<file path="src/sv/fixed_slot_pool_allocator_macros.svh">
// Assertion macros shared by the slot pool allocator RTL.
// Simulation builds get the checks; synthesis builds get empty bodies.
`ifndef FIXED_SLOT_POOL_ALLOCATOR_MACROS_SVH
`define FIXED_SLOT_POOL_ALLOCATOR_MACROS_SVH

`ifndef SYNTHESIS

// Consequent must hold in the same cycle as the antecedent
`define FSPA_ASSERT_IMPLIES(lbl, clk, rst, ante, cons) \
   lbl: assert property (@(posedge clk) disable iff (rst) (ante) |-> (cons)) \
      else $error("fspa check failed");

// Consequent must hold in the cycle after the antecedent
`define FSPA_ASSERT_NEXT(lbl, clk, rst, ante, cons) \
   lbl: assert property (@(posedge clk) disable iff (rst) (ante) |=> (cons)) \
      else $error("fspa check failed");

`else

`define FSPA_ASSERT_IMPLIES(lbl, clk, rst, ante, cons)
`define FSPA_ASSERT_NEXT(lbl, clk, rst, ante, cons)

`endif

`endif

</file>
<file path="src/sv/fspa_pkg.sv">
// Shared types, constants and helpers for the fixed slot pool allocator.
// No dependencies; every other RTL file imports this package.
`timescale 1ns / 1ps

package fspa_pkg;

   // Field widths
   localparam int ADDR_W    = 48;
   localparam int STRIDE_W  = 21;
   localparam int COUNT_W   = 11;
   localparam int CSR_DW    = 64;
   localparam int PADDR_W   = 5;
   localparam int DEF_SLOTS = 1024;

   // Busy map word organization
   localparam int WORD_BITS = 32;
   localparam int WBIT_W    = 5;

   // Step counter of the shift/add unit (covers ADDR_W steps)
   localparam int DM_CNT_W  = 6;

   typedef enum logic {
      OP_ALLOC = 1'b0,
      OP_FREE  = 1'b1
   } op_type;

   typedef enum logic [1:0] {
      STATUS_OK        = 2'd0,
      STATUS_FULL      = 2'd1,
      STATUS_NOT_START = 2'd2,
      STATUS_RANGE     = 2'd3
   } status_type;

   // Register index, taken from paddr[4:3]
   typedef enum logic [1:0] {
      REG_BASE   = 2'd0,
      REG_STRIDE = 2'd1,
      REG_COUNT  = 2'd2
   } reg_idx_type;

   typedef enum logic {
      DM_DIV = 1'b0,
      DM_MUL = 1'b1
   } dm_mode_type;

   typedef struct packed {
      op_type              operation;
      logic [ADDR_W-1:0]   address;
   } req_payload_type;

   typedef struct packed {
      logic [ADDR_W-1:0]   slot_address;
      status_type          status;
   } rsp_payload_type;

   typedef struct packed {
      logic [ADDR_W-1:0]   base_address;
      logic [STRIDE_W-1:0] slot_stride;
      logic [COUNT_W-1:0]  slot_count;
   } cfg_type;

   typedef struct packed {
      logic        start;
      dm_mode_type mode;
   } dm_ctl_type;

   // Number of busy map words for a pool of the given depth
   function automatic int fspa_words(input int slots);
      return (slots + WORD_BITS - 1) / WORD_BITS;
   endfunction

   // Index width for n entries, never below one bit
   function automatic int fspa_idx_w(input int n);
      return (n > 1) ? $clog2(n) : 1;
   endfunction

endpackage

</file>
<file path="src/sv/fspa_cfg_regs.sv">
// APB-style configuration registers of the slot pool allocator.
// Depends on fspa_pkg.
`timescale 1ns / 1ps

module fspa_cfg_regs (
   input  logic                           clock,
   input  logic                           reset,
   input  logic                           psel,
   input  logic                           penable,
   input  logic                           pwrite,
   input  logic [fspa_pkg::PADDR_W-1:0]   paddr,
   input  logic [fspa_pkg::CSR_DW-1:0]    pwdata,
   output logic [fspa_pkg::CSR_DW-1:0]    prdata,
   output logic                           pready,
   output fspa_pkg::cfg_type              cfg
);
   import fspa_pkg::*;

   cfg_type cfg_ff, cfg_in;
   logic    wr_en;

   assign pready = 1'b1;
   assign wr_en  = psel & penable & pwrite & pready;
   assign cfg    = cfg_ff;

   // Register write decode; unmapped slots are dropped
   always_comb begin
      cfg_in = cfg_ff;
      if (wr_en) begin
         case (paddr[4:3])
            REG_BASE:   cfg_in.base_address = pwdata[ADDR_W-1:0];
            REG_STRIDE: cfg_in.slot_stride  = pwdata[STRIDE_W-1:0];
            REG_COUNT:  cfg_in.slot_count   = pwdata[COUNT_W-1:0];
            default:    cfg_in = cfg_ff;
         endcase
      end
   end

   // Read mux
   always_comb begin
      case (paddr[4:3])
         REG_BASE:   prdata = CSR_DW'(cfg_ff.base_address);
         REG_STRIDE: prdata = CSR_DW'(cfg_ff.slot_stride);
         REG_COUNT:  prdata = CSR_DW'(cfg_ff.slot_count);
         default:    prdata = '0;
      endcase
   end

   always_ff @(posedge clock) begin
      if (reset) begin
         cfg_ff.base_address <= '0;
         cfg_ff.slot_stride  <= STRIDE_W'(1);
         cfg_ff.slot_count   <= '0;
      end else begin
         cfg_ff <= cfg_in;
      end
   end

endmodule

</file>
<file path="src/sv/fspa_busy_map.sv">
// Busy map storage: one bit per slot, packed into 32-bit words.
// One write port, one read port with registered data. Depends on fspa_pkg.
`timescale 1ns / 1ps

module fspa_busy_map #(
   parameter int SLOTS = fspa_pkg::DEF_SLOTS
) (
   input  logic                                                clock,
   input  logic                                                wr_en,
   input  logic [fspa_pkg::fspa_idx_w(fspa_pkg::fspa_words(SLOTS))-1:0] wr_addr,
   input  logic [fspa_pkg::WORD_BITS-1:0]                      wr_data,
   input  logic [fspa_pkg::fspa_idx_w(fspa_pkg::fspa_words(SLOTS))-1:0] rd_addr,
   output logic [fspa_pkg::WORD_BITS-1:0]                      rd_data
);
   import fspa_pkg::*;

   localparam int WORDS = fspa_words(SLOTS);

   logic [WORD_BITS-1:0] mem_ff [WORDS];
   logic [WORD_BITS-1:0] rd_data_ff;

   assign rd_data = rd_data_ff;

   always_ff @(posedge clock) begin
      if (wr_en) begin
         mem_ff[wr_addr] <= wr_data;
      end
      rd_data_ff <= mem_ff[rd_addr];
   end

endmodule

</file>
<file path="src/sv/fspa_divmul.sv">
// Bit-serial shift/add unit: restoring divide (offset / stride) or
// shift-add multiply (stride * slot index) over one shared 48-bit adder.
// Depends on fspa_pkg and the assertion macro header.
`timescale 1ns / 1ps
`include "fixed_slot_pool_allocator_macros.svh"

module fspa_divmul #(
   parameter int IDX_W = 10
) (
   input  logic                            clock,
   input  logic                            reset,
   input  fspa_pkg::dm_ctl_type            ctl,
   input  logic [fspa_pkg::ADDR_W-1:0]     dividend,
   input  logic [fspa_pkg::STRIDE_W-1:0]   divisor,
   input  logic [IDX_W-1:0]                mul_idx,
   output logic                            done,
   output logic [fspa_pkg::ADDR_W-1:0]     quot,
   output logic [fspa_pkg::STRIDE_W-1:0]   rem
);
   import fspa_pkg::*;

   localparam int REM_W = STRIDE_W + 1;

   logic                busy_ff, busy_in;
   logic                done_ff, done_in;
   dm_mode_type         mode_ff, mode_in;
   logic [DM_CNT_W-1:0] cnt_ff, cnt_in;
   logic [ADDR_W-1:0]   acc_ff, acc_in;
   logic [REM_W-1:0]    rem_ff, rem_in;
   logic [ADDR_W-1:0]   opnd_ff, opnd_in;
   logic [STRIDE_W-1:0] dsr_ff, dsr_in;

   logic [REM_W-1:0]    shifted;
   logic [ADDR_W-1:0]   add_a, add_b;
   logic                add_sub;
   logic [ADDR_W:0]     sum;

   assign done = done_ff;
   assign quot = acc_ff;
   assign rem  = rem_ff[STRIDE_W-1:0];

   // Shared adder: trial subtract for divide, accumulate for multiply
   always_comb begin
      shifted = {rem_ff[REM_W-2:0], opnd_ff[ADDR_W-1]};
      if (mode_ff == DM_DIV) begin
         add_a   = ADDR_W'(shifted);
         add_b   = ADDR_W'(dsr_ff);
         add_sub = 1'b1;
      end else begin
         add_a   = {acc_ff[ADDR_W-2:0], 1'b0};
         add_b   = opnd_ff[ADDR_W-1] ? ADDR_W'(dsr_ff) : '0;
         add_sub = 1'b0;
      end
      sum = {1'b0, add_a} + {1'b0, add_b ^ {ADDR_W{add_sub}}} + (ADDR_W + 1)'(add_sub);
   end

   // Sequencing: load on start, one bit per cycle, pulse done at the end
   always_comb begin
      busy_in = busy_ff;
      done_in = 1'b0;
      mode_in = mode_ff;
      cnt_in  = cnt_ff;
      acc_in  = acc_ff;
      rem_in  = rem_ff;
      opnd_in = opnd_ff;
      dsr_in  = dsr_ff;
      if (ctl.start) begin
         busy_in = 1'b1;
         mode_in = ctl.mode;
         dsr_in  = divisor;
         acc_in  = '0;
         rem_in  = '0;
         if (ctl.mode == DM_DIV) begin
            opnd_in = dividend;
            cnt_in  = DM_CNT_W'(ADDR_W - 1);
         end else begin
            // multiplier bits left-aligned so they leave at the top
            opnd_in = ADDR_W'(mul_idx) << (ADDR_W - IDX_W);
            cnt_in  = DM_CNT_W'(IDX_W - 1);
         end
      end else if (busy_ff) begin
         opnd_in = {opnd_ff[ADDR_W-2:0], 1'b0};
         if (mode_ff == DM_DIV) begin
            if (sum[ADDR_W]) begin
               rem_in = sum[REM_W-1:0];
               acc_in = {acc_ff[ADDR_W-2:0], 1'b1};
            end else begin
               rem_in = shifted;
               acc_in = {acc_ff[ADDR_W-2:0], 1'b0};
            end
         end else begin
            acc_in = sum[ADDR_W-1:0];
         end
         cnt_in = cnt_ff - DM_CNT_W'(1);
         if (cnt_ff == '0) begin
            busy_in = 1'b0;
            done_in = 1'b1;
         end
      end
   end

   always_ff @(posedge clock) begin
      if (reset) begin
         busy_ff <= 1'b0;
         done_ff <= 1'b0;
      end else begin
         busy_ff <= busy_in;
         done_ff <= done_in;
      end
      mode_ff <= mode_in;
      cnt_ff  <= cnt_in;
      acc_ff  <= acc_in;
      rem_ff  <= rem_in;
      opnd_ff <= opnd_in;
      dsr_ff  <= dsr_in;
   end

   // Checks
   `FSPA_ASSERT_NEXT(a_start_busy, clock, reset, ctl.start, busy_ff)
   `FSPA_ASSERT_IMPLIES(a_done_idle, clock, reset, done_ff, !busy_ff)
   `FSPA_ASSERT_IMPLIES(a_rem_below_div, clock, reset, done_ff && (mode_ff == DM_DIV) && (dsr_ff != '0), rem_ff < REM_W'(dsr_ff))

endmodule

</file>
<file path="src/sv/fixed_slot_pool_allocator.sv">
// Fixed slot pool allocator: hands out equal-size slots at base + stride * index.
// After reset the busy map is cleared one 32-bit word per cycle (SLOTS/32 words,
// 32 for 1024 slots) and no request is taken meanwhile. One request is in flight
// at a time. An allocate scans the busy map one word per cycle, then forms the
// slot address with the bit-serial multiplier; the scan stops at the first word
// with a free slot. A full pool answers once the last word is checked, and a
// pool with no slots answers without a scan. A free runs the 48-step bit-serial
// divider and a read-modify-write of one word; a rejected address skips the
// read-modify-write. The next request is taken in the cycle after the response
// is loaded; a response waits in ST_RESP while an earlier one is still held
// off. The user must write configuration only while idle; the block does not
// enforce it.
// Depends on fspa_pkg, fspa_cfg_regs, fspa_busy_map, fspa_divmul and the macros.
`timescale 1ns / 1ps
`include "fixed_slot_pool_allocator_macros.svh"

module fixed_slot_pool_allocator #(
   parameter int SLOTS = fspa_pkg::DEF_SLOTS
) (
   input  logic                           clock,
   input  logic                           reset,
   // request channel
   input  logic                           req_valid,
   output logic                           req_stall,
   input  fspa_pkg::req_payload_type      req_payload,
   // response channel
   output logic                           rsp_valid,
   input  logic                           rsp_stall,
   output fspa_pkg::rsp_payload_type      rsp_payload,
   // configuration port
   input  logic                           psel,
   input  logic                           penable,
   input  logic                           pwrite,
   input  logic [fspa_pkg::PADDR_W-1:0]   paddr,
   input  logic [fspa_pkg::CSR_DW-1:0]    pwdata,
   output logic [fspa_pkg::CSR_DW-1:0]    prdata,
   output logic                           pready
);
   import fspa_pkg::*;

   localparam int WORDS   = fspa_words(SLOTS);
   localparam int WADDR_W = fspa_idx_w(WORDS);
   localparam int IDX_W   = fspa_idx_w(SLOTS);
   localparam int CNT_W   = $clog2(SLOTS + 1);

   typedef enum logic [8:0] {
      ST_CLEAR    = 9'b000000001,
      ST_IDLE     = 9'b000000010,
      ST_SCAN_RD  = 9'b000000100,
      ST_SCAN_CHK = 9'b000001000,
      ST_MUL      = 9'b000010000,
      ST_DIV      = 9'b000100000,
      ST_FREE_RD  = 9'b001000000,
      ST_FREE_WR  = 9'b010000000,
      ST_RESP     = 9'b100000000
   } state_type;

   state_type         state_ff, state_in;
   logic [WADDR_W-1:0] clr_ff, clr_in;
   logic [WADDR_W-1:0] word_ff, word_in;
   logic [CNT_W-1:0]   remain_ff, remain_in;
   logic [IDX_W-1:0]   idx_ff, idx_in;
   status_type         res_status_ff, res_status_in;
   logic [ADDR_W-1:0]  res_addr_ff, res_addr_in;
   logic               rsp_valid_ff, rsp_valid_in;
   rsp_payload_type    rsp_data_ff, rsp_data_in;

   cfg_type             cfg;
   logic [STRIDE_W-1:0] eff_stride;
   logic [CNT_W-1:0]    eff_count;

   logic                 bm_wr_en;
   logic [WADDR_W-1:0]   bm_wr_addr, bm_rd_addr;
   logic [WORD_BITS-1:0] bm_wr_data, bm_rd_data;

   dm_ctl_type          dm_ctl;
   logic                dm_done;
   logic [ADDR_W-1:0]   dm_quot;
   logic [STRIDE_W-1:0] dm_rem;
   logic [ADDR_W-1:0]   offset;

   logic [WORD_BITS-1:0] valid_bits, masked;
   logic                 found, last_word;
   logic [WBIT_W-1:0]    pos;
   logic [IDX_W-1:0]     scan_idx;
   logic [WADDR_W-1:0]   word_nxt, free_word;
   logic [WBIT_W-1:0]    free_bit;

   // Configuration registers
   fspa_cfg_regs u_cfg (
      .clock   (clock),
      .reset   (reset),
      .psel    (psel),
      .penable (penable),
      .pwrite  (pwrite),
      .paddr   (paddr),
      .pwdata  (pwdata),
      .prdata  (prdata),
      .pready  (pready),
      .cfg     (cfg)
   );

   // Busy map
   fspa_busy_map #(.SLOTS(SLOTS)) u_map (
      .clock   (clock),
      .wr_en   (bm_wr_en),
      .wr_addr (bm_wr_addr),
      .wr_data (bm_wr_data),
      .rd_addr (bm_rd_addr),
      .rd_data (bm_rd_data)
   );

   // Shared divide / multiply unit
   fspa_divmul #(.IDX_W(IDX_W)) u_dm (
      .clock    (clock),
      .reset    (reset),
      .ctl      (dm_ctl),
      .dividend (offset),
      .divisor  (eff_stride),
      .mul_idx  (scan_idx),
      .done     (dm_done),
      .quot     (dm_quot),
      .rem      (dm_rem)
   );

   // Effective configuration: zero stride acts as one, count saturates
   assign eff_stride = (cfg.slot_stride == '0) ? STRIDE_W'(1) : cfg.slot_stride;
   assign eff_count  = (32'(cfg.slot_count) > SLOTS) ? CNT_W'(SLOTS)
                                                     : CNT_W'(cfg.slot_count);
   assign offset     = req_payload.address - cfg.base_address;

   // Word scan: slots past the count look busy, pick the lowest free bit
   always_comb begin
      for (int b = 0; b < WORD_BITS; b++) begin
         valid_bits[b] = 32'(remain_ff) > b;
      end
      masked = bm_rd_data | ~valid_bits;
      found  = ~&masked;
      pos    = '0;
      for (int b = WORD_BITS - 1; b >= 0; b--) begin
         if (!masked[b]) begin
            pos = WBIT_W'(b);
         end
      end
      scan_idx  = IDX_W'((32'(word_ff) << WBIT_W) | 32'(pos));
      last_word = 32'(remain_ff) <= WORD_BITS;
      word_nxt  = word_ff + WADDR_W'(1);
      free_word = WADDR_W'(32'(idx_ff) >> WBIT_W);
      free_bit  = WBIT_W'(32'(idx_ff));
   end

   assign req_stall   = (state_ff != ST_IDLE);
   assign rsp_valid   = rsp_valid_ff;
   assign rsp_payload = rsp_data_ff;

   // Sequencer
   always_comb begin
      state_in      = state_ff;
      clr_in        = clr_ff;
      word_in       = word_ff;
      remain_in     = remain_ff;
      idx_in        = idx_ff;
      res_status_in = res_status_ff;
      res_addr_in   = res_addr_ff;
      rsp_data_in   = rsp_data_ff;
      rsp_valid_in  = rsp_valid_ff;
      bm_wr_en      = 1'b0;
      bm_wr_addr    = word_ff;
      bm_wr_data    = '0;
      bm_rd_addr    = word_ff;
      dm_ctl.start  = 1'b0;
      dm_ctl.mode   = DM_DIV;

      // response transfer drains the output register
      if (rsp_valid_ff && !rsp_stall) begin
         rsp_valid_in = 1'b0;
      end

      case (state_ff)
         ST_CLEAR: begin
            bm_wr_en   = 1'b1;
            bm_wr_addr = clr_ff;
            clr_in     = clr_ff + WADDR_W'(1);
            if (clr_ff == WADDR_W'(WORDS - 1)) begin
               state_in = ST_IDLE;
            end
         end
         ST_IDLE: begin
            if (req_valid) begin
               res_addr_in = '0;
               if (req_payload.operation == OP_ALLOC) begin
                  if (eff_count == '0) begin
                     res_status_in = STATUS_FULL;
                     state_in      = ST_RESP;
                  end else begin
                     word_in   = '0;
                     remain_in = eff_count;
                     state_in  = ST_SCAN_RD;
                  end
               end else begin
                  dm_ctl.start = 1'b1;
                  dm_ctl.mode  = DM_DIV;
                  state_in     = ST_DIV;
               end
            end
         end
         ST_SCAN_RD: begin
            state_in = ST_SCAN_CHK;
         end
         ST_SCAN_CHK: begin
            // fetch the next word ahead in case this one is full
            bm_rd_addr = word_nxt;
            if (found) begin
               bm_wr_en     = 1'b1;
               bm_wr_data   = bm_rd_data | (WORD_BITS'(1) << pos);
               idx_in       = scan_idx;
               dm_ctl.start = 1'b1;
               dm_ctl.mode  = DM_MUL;
               state_in     = ST_MUL;
            end else if (last_word) begin
               res_status_in = STATUS_FULL;
               state_in      = ST_RESP;
            end else begin
               word_in   = word_nxt;
               remain_in = remain_ff - CNT_W'(WORD_BITS);
            end
         end
         ST_MUL: begin
            if (dm_done) begin
               res_addr_in   = cfg.base_address + dm_quot;
               res_status_in = STATUS_OK;
               state_in      = ST_RESP;
            end
         end
         ST_DIV: begin
            if (dm_done) begin
               if (dm_quot >= ADDR_W'(eff_count)) begin
                  res_status_in = STATUS_RANGE;
                  state_in      = ST_RESP;
               end else if (dm_rem != '0) begin
                  res_status_in = STATUS_NOT_START;
                  state_in      = ST_RESP;
               end else begin
                  idx_in   = dm_quot[IDX_W-1:0];
                  state_in = ST_FREE_RD;
               end
            end
         end
         ST_FREE_RD: begin
            bm_rd_addr = free_word;
            state_in   = ST_FREE_WR;
         end
         ST_FREE_WR: begin
            bm_wr_en      = 1'b1;
            bm_wr_addr    = free_word;
            bm_wr_data    = bm_rd_data & ~(WORD_BITS'(1) << free_bit);
            res_status_in = STATUS_OK;
            state_in      = ST_RESP;
         end
         ST_RESP: begin
            if (!rsp_valid_ff || !rsp_stall) begin
               rsp_data_in.slot_address = res_addr_ff;
               rsp_data_in.status       = res_status_ff;
               rsp_valid_in             = 1'b1;
               state_in                 = ST_IDLE;
            end
         end
         default: begin
            state_in = ST_IDLE;
         end
      endcase
   end

   always_ff @(posedge clock) begin
      if (reset) begin
         state_ff     <= ST_CLEAR;
         clr_ff       <= '0;
         rsp_valid_ff <= 1'b0;
      end else begin
         state_ff     <= state_in;
         clr_ff       <= clr_in;
         rsp_valid_ff <= rsp_valid_in;
      end
      word_ff       <= word_in;
      remain_ff     <= remain_in;
      idx_ff        <= idx_in;
      res_status_ff <= res_status_in;
      res_addr_ff   <= res_addr_in;
      rsp_data_ff   <= rsp_data_in;
   end

   // Checks
   `FSPA_ASSERT_IMPLIES(a_map_write_state, clock, reset, bm_wr_en, (state_ff == ST_SCAN_CHK) || (state_ff == ST_FREE_WR) || (state_ff == ST_CLEAR))
   `FSPA_ASSERT_IMPLIES(a_rsp_from_resp, clock, reset, $rose(rsp_valid_ff), $past(state_ff == ST_RESP))
   `FSPA_ASSERT_IMPLIES(a_err_zero_addr, clock, reset, rsp_valid_ff && (rsp_data_ff.status != STATUS_OK), rsp_data_ff.slot_address == '0)
   `FSPA_ASSERT_IMPLIES(a_dm_done_state, clock, reset, dm_done, (state_ff == ST_DIV) || (state_ff == ST_MUL))

endmodule
</file>
<file path="config.mk">
export PLATFORM = sky130hd
export DESIGN_NAME = fixed_slot_pool_allocator
export DESIGN_NICKNAME = d
export VERILOG_FILES = /design/src/sv/fspa_pkg.sv /design/src/sv/fspa_cfg_regs.sv /design/src/sv/fspa_busy_map.sv /design/src/sv/fspa_divmul.sv /design/src/sv/fixed_slot_pool_allocator.sv
export VERILOG_INCLUDE_DIRS = /design/src /design/src/sv
export SDC_FILE = /design/constraint.sdc
export NUM_CORES = 2
export LEC_CHECK = 0
export BUFFER_PORTS_ARGS = -buffer_cell sky130_fd_sc_hd__buf_2
export CAP_MARGIN = 0
export CORE_MARGIN = 8
export CORE_UTILIZATION = 60
export CTS_CLUSTER_SIZE = 14
export DETAILED_ROUTE_END_ITERATION = 10
export PLACE_DENSITY = 0.87
export SLEW_MARGIN = 20
export SYNTH_ARGS = -nofsm -noshare
export SYNTH_HDL_FRONTEND = slang
export SYNTH_SLANG_ARGS = --single-unit
</file>
<file path="constraint.sdc">
create_clock -name clock -period 13.8 [get_ports clock]
set_input_delay 2.76 -clock clock [delete_from_list [all_inputs] [get_ports clock]]
set_output_delay 2.76 -clock clock [all_outputs]
set_load 0.005 [all_outputs]
</file>
; ---- Yosys cells after proc, flatten, opt, wreduce, memory -nomap -nowiden
; Memories as Yosys holds them, arrays and structs flattened. A register that Yosys moved wholly into a read port is not among the register bits.
; Cells that the tools add are included.
[totals]
in_bits = 125
wordCells = 242
output_inout_bits = 117
mem_count = 1
register_bits = 368
ram_bits = 1024
[op_classes]
shift = 2
bitwise_logic = 11
mux = 108
eq_ne = 29
add_sub_neg = 8
magnitude_cmp = 35
n_reduce_logical = 27
[mem_list]
columns = memory, depth, word_bits, rd, rd_clocked_by_memory_dff, write_ports, line_no
row1 = u_map.mem_ff, 32, 32, 1, 1, 1, fspa_busy_map.sv:19  ; logic [WORD_BITS-1:0] mem_ff [WORDS];
[ops]
columns = cell, count
row1 = 48-bit two-way mux, 8
row2 = 5-bit two-way mux, 37
row3 = "11-bit by 5-bit greater-than comparator with 1-bit output, second input constant", 16
row4 = 48-bit one-hot mux with 3 select lines, 1
row5 = 9-bit two-way mux, 11
row6 = 48-bit one-hot mux with 2 select lines, 1
row7 = "11-bit by 4-bit greater-than comparator with 1-bit output, second input constant", 8
row8 = 9-bit one-hot mux with 9 select lines, 1
row9 = 11-bit two-way mux, 6
row10 = 32-bit NOT, 2
row11 = 32-bit bitwise OR, 2
row12 = 32-bit one-hot mux with 2 select lines, 1
row13 = "1-bit by 5-bit left shift with 32-bit output, first input constant", 2
row14 = 48-bit by 48-bit adder with 49-bit output, 1
row15 = 49-bit by 1-bit adder with 49-bit output, 1
row16 = 48-bit adder, 1
row17 = 48-bit by 11-bit >= comparator with 1-bit output, 1
row18 = 48-bit subtractor, 1
row19 = 48-bit bitwise XOR, 1
row20 = "11-bit by 3-bit greater-than comparator with 1-bit output, second input constant", 4
row21 = 21-bit two-way mux, 2
row22 = 10-bit two-way mux, 4
row23 = 32-bit bitwise AND, 1
row24 = 32-bit two-way mux, 1
row25 = other kinds (53), 106

; ---- Logic depth before layout (Yosys ltp)
[depth]
depth_word = 39
mapped_depth = 22

; ---- Hierarchy
; From an unflattened synthesis, not the netlist that was laid out.
[unflattened]
cells_unflattened = 5032
hier_area_um2 = 65482.8
[by_module_without_submodules]
columns = mod, area_each_um2, instances, cells_per_inst, seq_area_each_um2
row1 = fspa_busy_map, 40492.6, 1, 2260, 31390.1
row2 = fixed_slot_pool_allocator, 12893.6, 1, 1522, 4083.9
row3 = fspa_divmul, 8062.7, 1, 825, 3703.6
row4 = fspa_cfg_regs, 4033.9, 1, 425, 1601.5

; ---- Least setup slack after synthesis
; Ideal clock, no wire load.
[synth_timing]
path_type = input to register
from = in req_valid
to = reg res_addr_ff[0], enable pin
arrival_ns = 6.416
slack_ns = 6.858
cell_stages = 2
cell_sequence = nor2_1 > a211oi_1
[synth_via]
elab_chain_cells = 2
[synth_lines]
columns = item, line_no
row1 = start: declaration, fixed_slot_pool_allocator.sv:23  ; input logic req_valid,
row2 = 2-bit != test (no source line), --
row3 = 3-bit AND reduction (no source line), --
row4 = end signal: assignment, fixed_slot_pool_allocator.sv:288  ; res_addr_ff <= res_addr_in;
row5 = end: declaration, fixed_slot_pool_allocator.sv:64  ; logic [ADDR_W-1:0] res_addr_ff, res_addr_in;
; Every way passes these cells.
; A chain may end at the register's enable or synchronous reset.

; ---- Worst setup path in the final report
[layout_timing]
from = in paddr[3] (netlist name)
to = out prdata[5] (netlist name)
[layout_via]
elab_chain_cells = 2
elab_cells_between_ends = 4
[layout_lines]
columns = item, line_no
row1 = start: declaration, fixed_slot_pool_allocator.sv:34  ; input logic [fspa_pkg::PADDR_W-1:0] paddr,
row2 = 2-bit equality test (tied with other cells), fspa_cfg_regs.sv:41  ; case (paddr[4:3])
row3 = 48-bit one-hot mux with 3 select lines (*), fspa_cfg_regs.sv:41
row4 = end: declaration, fixed_slot_pool_allocator.sv:36  ; output logic [fspa_pkg::CSR_DW-1:0] prdata,
; Every way passes the cells marked *; elsewhere a longest branch is shown, timed or not.

==> results by group <==
Placement
  • HPWL Detailed: 116000 microns
  • Final RePlAce weighted congestion: 1.01
  • DP Worst Slack: 6350 ps
  • Post-place instance area: a little under 0.07 sq mm
  • Port bufs: 205

Floorplan
  • Die Y: 346 microns
  • Site row count: 121
  • Die Wd: 346 microns
  • # IOs: about 240
  • Die ar.: around 0.12 sq mm
  • Core footprint: 0.108 sq mm
  • Initial core utilization: 60.2%

Critical path
  • WP data arrival: 4300 ps
  • Critical path, cell by cell: buf_2 -> buf_4 -> nor2b_1 -> nand2_1 -> o21ai_0 -> buf_2
  • CP max stage delay: 740 ps
  • Worst R2R Setup Slack: 6830 ps
  • Setup crit start kind: input port
  • Req. time, crit path: 11040 ps
  • Nature of the critical path endpoint: output pin
  • Crit Path Max Fanout: 54
  • Slowest CP cell: nor2b_1
  • Setup CP Type: input port to output pin
  • CP dominant cell by count: buf_2
  • CP bufs+invs: 3
  • Top Family by Delay on Critical Path: simple AND/OR/NAND/NOR gates

Logic synthesis
  • #FFs+latches synth: ~1400
  • Number of synthesized flops with an enable pin: 1226
  • Synth top area share: 56.4%
  • Top_reg_cell synth: edfxtp_1
  • Syn avg cell area: 11.2 sq um
  • Synth cell types: 94
  • Post-synth ARST share: 0%
  • Post-synthesis sequential area ratio: 62.4%
  • Largest cells by area after synthesis: edfxtp_1 (56%), nand2_1 (6.7%), dfxtp_1 (6.1%), ha_1 (2.5%), a21oi_1 (2.4%)
  • Syn Std Cell Area: between 0.06 and 0.07 sq mm
  • Cells after synthesis: just under 6000
  • Yosys warning total: 0
  • Cell taking the most area after synthesis: edfxtp_1

Pwr
  • P_leak: 24.7 nW
  • Power Total: 0.0106 W
  • Peak supply drop: ~0.00012 V
  • Power per cell area: 146 mW/mm^2

Drt
  • Routed len/inst: 25.4 microns
  • Final WL: 189000 microns
  • Via count: roughly 49000
  • First-pass detailed-route iteration total: 6
  • Drt via density: 6.62
  • DRT iter0 DRCs: 6856
  • Final antenna-violating net count: 0
  • Drt drc: 0

Clock tree
  • Num CTS Buffers: 142
  • Clock buffer depth: 3
  • Clk root buf: clkbuf_16
  • Post-CTS sizing: 0
  • Worst-skew pair later-pin latency: 780 ps
  • Sinks on the clock net: 1424
  • Reg clk slew, reported paths: 60 ps
  • TritonCTS clock tree: done
  • H-tree levels: 4
  • CTS hold repair buffers: 0
  • Post-CTS Setup Bufs: 0

Timing
  • Final setup vio count: 0
  • Endpoints failing hold: 0
  • RSZ-0062 raised after global routing: no
  • Final period util: about half
  • Hold_ws: 389 ps
  • Fmax: 142 MHz
  • Setup_tns: 0 ps
  • Setup slack after layout: roughly 6700 ps
  • Final slew viol count: 0
  • Final worst clock skew: ~58 ps
  • Slew @ Worst Pin: roughly 1200 ps
  • Rel. slew slack: 21.5%
  • Post-route minimum period: roughly 7100 ps

Cells and area
  • Layout cells sized above 1: 10.9%
  • P&R area growth vs syn: 10.9%
  • Nets@finish: just over 6000
  • Finished Cell Area: between 0.07 and 0.08 sq mm

Worst hold path
  • Worst Hold Class: flip-flop to flip-flop

GRT
  • Largest net degree at the start of global routing: 209
  • First-pass GRT wire length: 281000 microns
  • Vias in the first global route: 47600
  • GRT overflow: 0
  • Initial antenna violation count: 5
  • Total Routing Usage GR: a little under a third

Run status
  • Outcome: finished clean

Flow run
  • Number of max-cap violations: 0
## layout by cell type (no fill, tap or decap), types with 17 or more instances in the layout
cell / synthesis / layout
a311oi_1: 128 / 128
mux2_2: 21 / 21
nand3_1: 296 / 296
clkinv_2: 0 / 20
xnor2_1: 79 / 79
nor2b_1: 33 / 32
xor2_1: 55 / 55
buf_4: 21 / 103
nor2_1: 275 / 240
nor4_1: 30 / 30
buf_2: 51 / 204
a211oi_2: 20 / 20
nand2b_1: 37 / 37
nand4_1: 103 / 103
and3_1: 25 / 24
edfxtp_1: 1226 / 1226
o21ai_0: 290 / 258
a21oi_1: 319 / 318
mux2i_1: 55 / 55
nor2_4: 1 / 36
ha_1: 133 / 133
a31oi_1: 56 / 56
dfxtp_1: 198 / 197
o2111ai_1: 39 / 39
conb_1: 2 / 17
o21a_1: 29 / 28
clkinv_1: 1 / 24
a21o_1: 54 / 54
a211oi_1: 173 / 171
and2_1: 147 / 145
inv_1: 106 / 106
nand2_1: 1173 / 1173
clkbuf_16: 0 / 142
o21ai_1: 17 / 33
nor3_1: 73 / 71
clkbuf_1: 287 / 42
## logic make-up after synthesis
| family | synth area share (%) |
|---|---|
| multiplexers | 1.21 |
| flip-flops | 62.4 |
| AND/OR/NAND/NOR | 16.0 |
| XOR/XNOR | 1.80 |
| other | 0.0115 |
| AO/OA/AOI/OAI | 12.8 |
| adder cells (fa/ha/maj) | 2.64 |
| buffers and inverters | 3.16 |
## sequential cells by signal, indices dropped and copies added, names as in the netlist
register and count:
u_map.mem_ff 1024, u_dm.quot 48, res_addr_ff 48, u_map.rd_data 32, u_dm.cnt_ff 6, u_dm.dsr_ff 21
word_ff 5, u_dm.mode_ff 1, u_dm.busy_ff 1, u_dm.opnd_ff 48, u_cfg.cfg 80, state_ff 9
idx_ff 10, res_status_ff 2, remain_ff 11, u_dm.done 1, rsp_valid 1, rsp_payload 50
clr_ff 5, u_dm.rem_ff 21
## synth_stat cells (56+ instances only)
master / count
nand2_1: 1173
edfxtp_1: 1226
nor3_1: 73
a211oi_1: 173
clkbuf_1: 287
and2_1: 147
a31oi_1: 56
xnor2_1: 79
ha_1: 133
a21oi_1: 319
nand4_1: 103
o21ai_0: 290
inv_1: 106
a311oi_1: 128
nand3_1: 296
dfxtp_1: 198
nor2_1: 275
## power by group
group / switching, W / internal (W) / total, W
Sequential: 0.000272 / 0.00491 / 0.00518
Combinational: 0.00106 / 0.000556 / 0.00161
Clock: 0.00167 / 0.00210 / 0.00377
Total: 0.00300 / 0.00757 / 0.0106
## stage by stage
step,cells,utilization (%)
final,7443,66.8
after global routing,7439,66.8
after CTS,7437,66.7
after detailed placement,7176,62.5
after global placement,7176,62.5
after floorplan,5843,-
## per-layer routing
layer  global-route usage, %  vias up  wire length, microns
met3                    6.07      718                 20700
met2                    49.7     3429                 89800
met4                    17.1        2                 11800
met5                       0        -                    18
met1                    37.1    23500                 66600
li1                        -    21600                     -
## final timing paths
path              cells past startpoint      startpoint                 end
hold / removal                        0  res_addr_ff[3]      rsp_payload[5]
hold reg to reg                       0  res_addr_ff[3]      rsp_payload[5]
setup / recovery                      6        paddr[3]           prdata[5]
setup reg to reg                     17    remain_ff[5]  u_map.mem_ff[5][5]
## cell type report
| cell class | count | area [sq um] |
|---|---|---|
| antenna | 4 | 10.0 |
| clock buffer | 188 | 3770 |
| clock inverter | 73 | 766 |
| fill | 7315 | 36000 |
| inverter | 109 | 409 |
| multi-input combinational | 3920 | 23000 |
| sequential | 1424 | 40800 |
| tap | 1414 | 1770 |
| timing repair buffer | 311 | 1880 |
Note: power is estimated with default switching activity, not from simulation.
